<file path="src/design/igmp_router_membership_engine_top_macros.svh">
// assertion helpers for the membership engine
`ifndef IGMP_ROUTER_MEMBERSHIP_ENGINE_TOP_MACROS_SVH
`define IGMP_ROUTER_MEMBERSHIP_ENGINE_TOP_MACROS_SVH

// same-cycle implication
`define IGMPRE_ASSERT_NOW(lbl, ante, cons, msg) \
	lbl: assert property (@(posedge clk) disable iff (!arst_n) (ante) |-> (cons)) \
		else $error(msg);

// next-cycle implication
`define IGMPRE_ASSERT_NEXT(lbl, ante, cons, msg) \
	lbl: assert property (@(posedge clk) disable iff (!arst_n) (ante) |=> (cons)) \
		else $error(msg);

`endif

</file>
<file path="src/design/igmpre_pkg.sv">
`timescale 1ns / 1ps
package igmpre_pkg;

	localparam int TABLE_ENTRIES_DEF = 16;
	localparam logic [15:0] QUERY_RESPONSE_TENTHS = 16'd100;

	// operation codes
	localparam logic [2:0] OP_TICK   = 3'd0;
	localparam logic [2:0] OP_START  = 3'd1;
	localparam logic [2:0] OP_QUERY  = 3'd2;
	localparam logic [2:0] OP_REPORT = 3'd3;
	localparam logic [2:0] OP_LEAVE  = 3'd4;

	// action codes
	localparam logic [2:0] ACT_NONE   = 3'd0;
	localparam logic [2:0] ACT_GENQ   = 3'd1;
	localparam logic [2:0] ACT_GRPQ   = 3'd2;
	localparam logic [2:0] ACT_ADD    = 3'd3;
	localparam logic [2:0] ACT_REMOVE = 3'd4;
	localparam logic [2:0] ACT_FULL   = 3'd5;

	// router modes
	localparam logic [1:0] MODE_INITIAL    = 2'd0;
	localparam logic [1:0] MODE_QUERIER    = 2'd1;
	localparam logic [1:0] MODE_NONQUERIER = 2'd2;

	// configuration register indexes
	localparam logic [2:0] CFG_ENABLE     = 3'd0;
	localparam logic [2:0] CFG_OWN_ADDR   = 3'd1;
	localparam logic [2:0] CFG_QUERY_INT  = 3'd2;
	localparam logic [2:0] CFG_MEMBER_INT = 3'd3;
	localparam logic [2:0] CFG_OTHER_INT  = 3'd4;
	localparam logic [2:0] CFG_STARTUP    = 3'd5;
	localparam logic [2:0] CFG_LM_INT     = 3'd6;
	localparam logic [2:0] CFG_LM_COUNT   = 3'd7;

	typedef struct packed {
		logic [2:0]  operation;
		logic [31:0] group_address;
		logic [31:0] sender_address;
		logic [7:0]  max_response;
	} in_t;

	typedef struct packed {
		logic [2:0]  action;
		logic [31:0] target_group;
		logic [15:0] response_time;
		logic        last;
	} out_t;

	// token handed from cell to cell
	typedef struct packed {
		logic v;
		logic done;
	} tok_t;

	// result raised by a cell or the controller
	typedef struct packed {
		logic        v;
		logic [2:0]  act;
		logic [31:0] grp;
		logic [15:0] resp;
	} emit_t;

	// command broadcast to all cells
	typedef struct packed {
		logic        adv;
		logic        claim;
		logic [2:0]  op;
		logic [31:0] grp;
		logic [1:0]  mode;
		logic [15:0] lmi;
		logic [19:0] mstart;
		logic [19:0] qstart;
		logic [19:0] lstart;
		logic [15:0] rstart;
	} cell_cmd_t;

	function automatic logic [15:0] max1_16(input logic [15:0] v);
		return (v == 16'd0) ? 16'd1 : v;
	endfunction

	function automatic logic [19:0] max1_20(input logic [19:0] v);
		return (v == 20'd0) ? 20'd1 : v;
	endfunction

endpackage

</file>
<file path="src/design/igmpre_cell.sv">
`timescale 1ns / 1ps
module igmpre_cell
	import igmpre_pkg::*;
(
	input  logic      clk,
	input  logic      arst_n,
	input  cell_cmd_t cmd,
	input  tok_t      tok_in,
	output tok_t      tok_out,
	output emit_t     em
);

	tok_t        tok_q;
	logic        valid_q;
	logic [31:0] group_q;
	logic        chk_q;
	logic [19:0] gc_q;
	logic [15:0] rx_q;

	logic        nv, nchk, done, hit;
	logic [31:0] ng;
	logic [19:0] ngc;
	logic [15:0] nrx;

	// entry update while this cell holds the token
	always_comb begin
		nv = valid_q;
		ng = group_q;
		nchk = chk_q;
		ngc = gc_q;
		nrx = rx_q;
		done = tok_q.done;
		em = '0;
		hit = valid_q && (group_q == cmd.grp);
		if (tok_q.v) begin
			if (cmd.claim) begin
				if (!valid_q && !tok_q.done) begin
					nv = 1'b1;
					ng = cmd.grp;
					nchk = 1'b0;
					nrx = 16'd0;
					ngc = cmd.mstart;
					done = 1'b1;
					em = '{v: 1'b1, act: ACT_ADD, grp: cmd.grp, resp: 16'd0};
				end
			end else begin
				case (cmd.op)
					OP_TICK: begin
						if (valid_q) begin
							if (gc_q <= 20'd1) begin
								nv = 1'b0;
								em = '{v: 1'b1, act: ACT_REMOVE, grp: group_q, resp: 16'd0};
							end else begin
								ngc = gc_q - 20'd1;
								if (chk_q && rx_q != 16'd0) begin
									if (rx_q == 16'd1) begin
										nrx = cmd.rstart;
										if (cmd.mode == MODE_QUERIER) begin
											em = '{v: 1'b1, act: ACT_GRPQ, grp: group_q,
												resp: cmd.lmi};
										end
									end else begin
										nrx = rx_q - 16'd1;
									end
								end
							end
						end
					end
					OP_QUERY: begin
						if (hit && !chk_q) begin
							ngc = cmd.qstart;
							nrx = 16'd0;
							nchk = 1'b1;
						end
					end
					OP_REPORT: begin
						if (hit) begin
							nchk = 1'b0;
							nrx = 16'd0;
							ngc = cmd.mstart;
							done = 1'b1;
						end
					end
					OP_LEAVE: begin
						if (hit && !chk_q && cmd.mode == MODE_QUERIER) begin
							ngc = cmd.lstart;
							nrx = cmd.rstart;
							nchk = 1'b1;
							em = '{v: 1'b1, act: ACT_GRPQ, grp: cmd.grp, resp: cmd.lmi};
						end
					end
					default: begin
					end
				endcase
			end
		end
		tok_out = '{v: tok_q.v, done: done};
	end

	// control state
	always_ff @(posedge clk or negedge arst_n) begin
		if (!arst_n) begin
			tok_q <= '0;
			valid_q <= 1'b0;
		end else if (cmd.adv) begin
			tok_q <= tok_in;
			valid_q <= nv;
		end
	end

	// entry payload
	always_ff @(posedge clk) begin
		if (cmd.adv) begin
			group_q <= ng;
			chk_q <= nchk;
			gc_q <= ngc;
			rx_q <= nrx;
		end
	end

endmodule
</file>
<file path="config.mk">
export PLATFORM = sky130hd
export DESIGN_NAME = igmpre_cell
export DESIGN_NICKNAME = d
export VERILOG_FILES = /design/src/design/igmp_router_membership_engine_top_macros.svh /design/src/design/igmpre_pkg.sv /design/src/design/igmpre_cell.sv
export SDC_FILE = /design/constraint.sdc
export NUM_CORES = 1
export LEC_CHECK = 0
export BUFFER_PORTS_ARGS = -buffer_cell sky130_fd_sc_hd__buf_2
export CAP_MARGIN = 15
export CORE_MARGIN = 5
export CORE_UTILIZATION = 41
export DETAILED_ROUTE_END_ITERATION = 7
export GPL_TIMING_DRIVEN = 0
export PLACE_DENSITY = 0.8
export SLEW_MARGIN = 25
export SYNTH_ARGS = -nofsm -noshare
export SYNTH_HDL_FRONTEND = slang
export SYNTH_SLANG_ARGS = --single-unit
</file>
<file path="constraint.sdc">
create_clock -name clk -period 3.24 [get_ports clk]
set_input_delay 0.324 -clock clk [delete_from_list [all_inputs] [get_ports clk]]
set_output_delay 0.324 -clock clk [all_outputs]
set_load 0.01 [all_outputs]
</file>
==> impl_metrics.env, run 1 <==
export IMPL_port_buffers=188
export IMPL_dp_hpwl_um=12300
export IMPL_wl_per_cell_um=18.2
export IMPL_whs_ns=0.187
export IMPL_syn_num_nets=638
export IMPL_fp_dieH_um=123
export IMPL_synth_edf_count=69
export IMPL_setup_viol_count_final=0
export IMPL_async_flop_share=0.0417
export IMPL_start_util=0.415
export IMPL_ys_flop_type="edfxtp_1"
export IMPL_rows=41
export IMPL_syn_area_per_cell_um2=10.4
export IMPL_worstSkewPairLatency_ns=0.35
export IMPL_powerDensity_nw_per_um2=370
export IMPL_clkSlewWorstSetupHoldPaths_ns=0.06
export IMPL_die_area_um2=15000
export IMPL_cp_max_fo=10
export IMPL_antenna_found_initial=0
export IMPL_ys_warn_count=0
export IMPL_drt_pass1_iter_count=6
export IMPL_die_x_um=123
export IMPL_cts_buffers=9
export IMPL_diodes=0
export IMPL_stdcell_count=879
export IMPL_fin_crit_ns=2.99
export IMPL_rrSetupSlack_ns=0.45
export IMPL_hold_path_depth=1
export IMPL_cts_root_buffer="clkbuf_16"
export IMPL_final_area_um2=6700
export IMPL_nNetsFinal=842
export IMPL_antenna_left=0
export IMPL_syn_inst=498
export IMPL_htreeDepth=3
export IMPL_finClkSkew_ns=0.00789
export IMPL_startpoint_type="register"
export IMPL_finalHoldViolCount=0
export IMPL_crit_path_end_kind="output pin"
export IMPL_finalWirelength_um=16000
export IMPL_vias=4828
export IMPL_setup_worst_path_class="register to output pin"
export IMPL_tightest_slew_ns=0.726
export IMPL_placed_area_um2=6390
export IMPL_reg2reg_depth=8
export IMPL_power_mw=2.48
export IMPL_drc_errors=0
export IMPL_io_pins=189
export IMPL_grt_first_pass_wirelength_um=24100
export IMPL_p_leak_nw=2.67
export IMPL_ys_types=70
export IMPL_groute_usage_overall=0.208
export IMPL_yosysTopAreaCell="edfxtp_1"
export IMPL_ir_worst_vdd_uv=349
export IMPL_place_gp_congestion=0.909
export IMPL_cts_tree="done"
export IMPL_synth_top_cell_area_share=0.399
export IMPL_clk_path_buf_depth=2
export IMPL_synthToLayoutAreaGrowth_pct=29.0
export IMPL_overflow=0
export IMPL_arrival_ns=2.66
export IMPL_fin_crit_sh=0.922
export IMPL_synth_area_um2=5190
export IMPL_rr_startpoint="group_q[7]$_DFFE_PP_"
export IMPL_cp_startpoint="group_q[7]$_DFFE_PP_"
export IMPL_grt_max_degree=33
export IMPL_layout_drive_gt1_share=0.385
export IMPL_max_slew_margin=0.508
export IMPL_cap_violations=0
export IMPL_min_from="cmd[103]"
export IMPL_synth_seq_cells=72
export IMPL_drv_slew=0
export IMPL_core_um2=12500
export IMPL_routed_via_density=5.49
export IMPL_drt_iter0_drc=427
export IMPL_max_freq_mhz=335
export IMPL_clock_sinks=72
export IMPL_dp_cells=860
export IMPL_grt_pass1_vias=4754
export IMPL_hp_class="input port to register"
export IMPL_worst_ep_required_time_ns=2.92
export IMPL_yosysSeqAreaShare=0.414
export IMPL_status="finished, final reports clean"
export IMPL_synth_area_leaders="edfxtp_1, xnor2_1, a22o_1"
layout by cell type, fill, tap and decap left out, types with 7 or more instances in the layout:
cell type,Yosys,layout
xnor2_1,45,45
o21ai_0,19,18
xor2_1,14,14
o21a_1,7,7
nor3_1,10,10
o2bb2ai_2,10,10
nand2_1,44,44
inv_1,11,10
a221oi_1,7,7
buf_2,6,194
nand3_1,10,10
o21ai_1,9,9
clkbuf_16,0,9
clkbuf_1,10,10
mux2_2,11,11
edfxtp_1,69,69
nor2_1,23,23
a21oi_1,9,9
nand2b_1,10,10
nand4_1,15,15
a22o_1,34,34
and2_1,18,18
nor4_1,8,8
per-stage QoR:
stage / setup WS [ns] / utilization / TNS (ns)
after floorplan: 0.180 / - / 0
after global placement: -0.943 / 0.507 / -31.14
after detailed placement: 0.304 / 0.511 / 0
after CTS: 0.0405 / 0.533 / 0
after global routing: -0.00461 / 0.535 / -0.00461
final: 0.254 / 0.535 / 0
cell usage after synthesis, types with 3 or more instances:
cell type  count
or3_1          4
o21ai_1        9
nand2b_1      10
o2bb2ai_1      3
dfrtp_1        3
o2bb2ai_2     10
inv_1         11
mux2_2        11
and2_1        18
buf_2          6
buf_6          4
a221oi_1       7
edfxtp_1      69
nor4_1         8
o211ai_1       5
or4_4          4
o21ai_0       19
xnor2_1       45
o221ai_1       4
nand3_1       10
ha_1           5
a22o_1        34
nor2b_1        5
a21oi_1        9
mux2i_1        5
nand2_1       44
nor3_1        10
clkbuf_1      10
buf_4          3
a31oi_1        4
nand4_1       15
o21a_1         7
nor2_1        23
nor2_2         3
a22oi_1        3
xor2_1        14
path summary, 6_finish.rpt:
check	endpoint
worst max-delay path	em[23]
worst min-delay path	group_q[9]$_DFFE_PP_
worst max register to register	gc_q[11]$_DFFE_PP_
worst min register to register	tok_q[0]$_DFFE_PN0P_
max in group asynchronous	tok_q[0]$_DFFE_PN0P_
min in group asynchronous	tok_out[1]$_DFFE_PN0P_
per-layer routing:
metal / share of wire / up-vias / GRT usage
met5: 0 / - / 0
met4: 0.012 / 0 / 0.0497
met1: 0.41 / 2259 / 0.255
met3: 0.083 / 18 / 0.0654
li1: - / 2318 / -
met2: 0.49 / 233 / 0.355
critical path: stages (launching register included):
cell and delay (ns):
edfxtp_1 0.41, xnor2_1 0.29, nand4_1 0.13, nor4_1 0.32, nand3_1 0.24, o22ai_2 0.29, buf_2 0.28, a22o_1 0.20
buf_2 0.14
layout make-up:
type,count,area (µm²)
timing repair buffer,193,992
inverter,12,45.0
clock inverter,7,47.5
multi-input combinational,390,2890
buffer,24,139
clock buffer,9,225
sequential,72,2150
tap,172,215
fill,1150,5820
registers in the layout, summed over array words and instances, names as in the netlist:
register	count
chk_q	1
gc_q	20
group_q	32
rx_q	16
tok_out	1
tok_q	1
valid_q	1
cells by family (layout without fill, tap and decap cells):
| kind of cell | after synthesis | after routing | share of synthesized area |
|---|---|---|---|
| and+or+nand+nor | 177 | 177 | 0.201 |
| buffers and inverters | 36 | 245 | 0.0354 |
| adders and majority gates | 5 | 5 | 0.0121 |
| xor gates and xnor gates | 59 | 59 | 0.0995 |
| muxes | 16 | 16 | 0.0335 |
| DFF | 72 | 72 | 0.414 |
| AOI/OAI and AO/OA | 133 | 133 | 0.204 |
report_power, final:
part / internal [mW] / total, mW / leakage, nW / switching [mW]
Sequential: 1.06 / 1.09 / 0.664 / 0.0294
Clock: 0.518 / 0.941 / 0.132 / 0.424
Combinational: 0.201 / 0.442 / 1.87 / 0.240
timing repair:
item | CTS | global route
endpoints found under the hold margin | 3 | 0
buffers inserted | 0 | 2
hold buffers | 1 | 0
resized for setup | 0 | 1
setup endpoints to repair | 0 | 30
(Power assumes the default switching activity.)
==> run 2: changes to the inputs <==
--- a/config.mk
+++ b/config.mk
@@ -5,14 +5,14 @@
 export SDC_FILE = /design/constraint.sdc
 export NUM_CORES = 1
 export LEC_CHECK = 0
+export ABC_AREA = 1
 export BUFFER_PORTS_ARGS = -buffer_cell sky130_fd_sc_hd__buf_2
 export CAP_MARGIN = 15
 export CORE_MARGIN = 5
 export CORE_UTILIZATION = 41
 export DETAILED_ROUTE_END_ITERATION = 7
 export GPL_TIMING_DRIVEN = 0
-export PLACE_DENSITY = 0.8
-export SLEW_MARGIN = 25
+export PLACE_DENSITY = 0.78
 export SYNTH_ARGS = -nofsm -noshare
 export SYNTH_HDL_FRONTEND = slang
 export SYNTH_SLANG_ARGS = --single-unit
==> run 2 against run 1 <==
Cell count up 54%. Synthesized cell count up 93%. Wire length up 22%. First-iteration DRC count up 32%. Maximum frequency down 1.4%. Power up 5.8%. Sequential cell count unchanged. Combinational power up 17%. Hold slack worse by 0.0042 ns. Critical path type unchanged. Highest routed layer is now met5.
==> impl_metrics.env, run 2 <==
export IMPL_status="finished, final reports clean"
export IMPL_start_util=0.415
export IMPL_syn_num_nets=1102
export IMPL_num_fill_cells=1497
export IMPL_antenna_found_initial=2
export IMPL_place_gp_congestion=0.939
export IMPL_worstSkewPairLatency_ns=0.34
export IMPL_drc_errors=0
export IMPL_layout_common_cells="nand2_1, buf_2, inv_1"
export IMPL_wl_per_cell_um=14.4
export IMPL_cp_cell_sequence="inv_1 > ha_1 > nand2_1 > nor2_4 > nand2_1 > a21oi_4 > nand2_2 > nand2_4 > buf_6 > nand2_1 > nand2_1 > nand2_1 > nand2_1 > buf_2"
export IMPL_dp_cells=1339
export IMPL_groute_usage_overall=0.213
export IMPL_cts_tree="done"
export IMPL_synth_edf_count=69
export IMPL_final_util=0.517
export IMPL_io_pins=189
export IMPL_max_slew_margin=0.297
export IMPL_cp_max_fo=10
export IMPL_fin_crit_ns=3.03
export IMPL_async_flop_share=0.0417
export IMPL_yosysSeqAreaShare=0.343
export IMPL_post_place_ws_ns=0.190
export IMPL_drt_pass1_iter_count=5
export IMPL_crit_path_end_kind="output pin"
export IMPL_synth_seq_cells=72
export IMPL_nNetsFinal=1303
export IMPL_finalWirelength_um=19600
export IMPL_cpPeakStageDelay_ns=0.42
export IMPL_final_area_um2=7800
export IMPL_fp_dieH_um=134
export IMPL_powerDensity_nw_per_um2=336
export IMPL_cts_root_buffer="clkbuf_16"
export IMPL_cts_buffers=9
export IMPL_grt_first_pass_wirelength_um=30600
export IMPL_overflow=0
export IMPL_synth_area_leaders="edfxtp_1, nand2_1, inv_1"
export IMPL_dp_hpwl_um=15400
export IMPL_yosysTopAreaCell="edfxtp_1"
export IMPL_clock_sinks=72
export IMPL_tightest_slew_ns=1.05
export IMPL_startpoint_type="register"
export IMPL_routed_via_density=5.01
export IMPL_antenna_left=0
export IMPL_post_cts_setup_buffer_count=0
export IMPL_clk_path_buf_depth=2
export IMPL_stdcell_count=1356
export IMPL_ir_worst_vdd_uv=313
export IMPL_setup_viol_count_final=0
export IMPL_placed_area_um2=7490
export IMPL_setup_worst_path_class="register to output pin"
export IMPL_cap_violations=0
export IMPL_slowest_stage="edfxtp_1"
export IMPL_port_buffers=187
export IMPL_synth_most_common_cell="nand2_1"
export IMPL_worst_ep_required_time_ns=2.92
export IMPL_whs_ns=0.183
export IMPL_synthToLayoutAreaGrowth_pct=24.5
export IMPL_grt_pass1_vias=6398
export IMPL_finClkSkew_ns=0.00913
export IMPL_layout_drive_gt1_share=0.224
export IMPL_largest_reg_flops=32
export IMPL_fin_ws_ns=0.210
export IMPL_diodes=0
export IMPL_clkSlewWorstSetupHoldPaths_ns=0.06
export IMPL_ys_top_cells_by_count="nand2_1, inv_1, nor2_1"
export IMPL_top_register="group_q"
export IMPL_drt_iter0_drc=564
export IMPL_synth_area_um2=6260
export IMPL_hp_class="input port to register"
export IMPL_ys_warn_count=0
export IMPL_synth_top_cell_area_share=0.331
export IMPL_drv_slew=0
export IMPL_reg_largest_list="group_q (32), gc_q (20), rx_q (16)"
export IMPL_cp_common_cell="nand2_1"
export IMPL_arrival_ns=2.71
export IMPL_rows=45
export IMPL_rsz0062_at_grt="no"
export IMPL_vias=6791
export IMPL_layout_commonest_cell="nand2_1"
export IMPL_core_um2=15100
export IMPL_fin_crit_sh=0.935
export IMPL_p_leak_nw=4.09
export IMPL_multi_input_area_um2=3470
export IMPL_seqCellArea_um2=2150
export IMPL_ys_flop_type="edfxtp_1"
export IMPL_fin_tns_setup_ns=0
export IMPL_finalHoldViolCount=0
export IMPL_syn_area_per_cell_um2=6.51
export IMPL_max_freq_mhz=330
export IMPL_syn_inst=962
export IMPL_ys_types=48
export IMPL_grt_max_degree=21
export IMPL_power_mw=2.62
export IMPL_htreeDepth=3
export IMPL_die_area_um2=17800
export IMPL_die_x_um=134
[run 2: cell count changes in the layout (fill, tap and decap cells not counted), moves of 11 or more]
cell / delta
xnor2_1: -40
nand4_1: +29
nand2_1: +353
o21ai_0: +16
clkbuf_1: +13
nor2_1: +70
nor2_4: +11
nand3_1: +22
inv_1: +109
and2_1: -18
a22o_1: -28
mux2_2: -11
[run 2: path summary, 6_finish.rpt]
kind	slack (ns)	startpoint	depth (start not counted)	endpoint
worst min register to register	0.54	tok_q[0]$_DFFE_PN0P_	2	tok_q[0]$_DFFE_PN0P_
worst max-delay path	0.21	gc_q[0]$_DFFE_PP_	14	em[47]
min in group asynchronous	0.34	arst_n	2	tok_out[1]$_DFFE_PN0P_
worst min-delay path	0.18	tok_in[0]	3	tok_q[0]$_DFFE_PN0P_
max in group asynchronous	2.80	arst_n	2	valid_q$_DFFE_PN0P_
worst max register to register	0.21	chk_q$_SDFFCE_PP0P_	7	gc_q[10]$_DFFE_PP_
[run 2: critical path, delay by kind of cell, from the launching register on]
| family | cells | cell delay, ns |
|---|---|---|
| AND/OR/NAND/NOR | 9 | 1.03 |
| buffers and inverters | 3 | 0.42 |
| flip-flops | 1 | 0.42 |
| AO/OA/AOI/OAI | 1 | 0.25 |
| adder cells (fa/ha/maj) | 1 | 0.23 |
[run 2: logic make-up after synthesis]
family,synth area share
xor+xnor,0.0224
buf+inv,0.106
fa+ha+maj,0.00999
flops,0.343
compound gates,0.0903
simple gates,0.428
[run 2: layout make-up]
| class | count | share of cell area |
|---|---|---|
| Tap cell | 188 | 0.0302 |
| Multi-Input combinational cell | 725 | 0.445 |
| Timing Repair Buffer | 190 | 0.126 |
| Clock inverter | 7 | 0.00883 |
| Clock buffer | 9 | 0.0289 |
| Buffer | 37 | 0.0239 |
| Inverter | 128 | 0.0616 |
| Sequential cell | 72 | 0.275 |
[run 2: power breakdown]
| part | internal (mW) | switching (mW) |
|---|---|---|
| sequential | 1.07 | 0.0274 |
| combinational | 0.190 | 0.327 |
| clock | 0.596 | 0.408 |
| total | 1.86 | 0.763 |
[run 2: what timing repair did]
action,4_1_cts,5_1_grt
endpoints found under the setup margin,0,7
hold buffers,1,0
gates resized for setup,0,1
hold endpoints to repair,3,0
[run 2: metal layers]
layer / GRT usage / vias to the layer above / share of wire
li1: - / 3492 / -
met1: 0.255 / 3025 / 0.42
met2: 0.381 / 242 / 0.50
met3: 0.0563 / 28 / 0.070
met4: 0.0486 / 4 / 0.015
met5: 0 / - / 0.0011
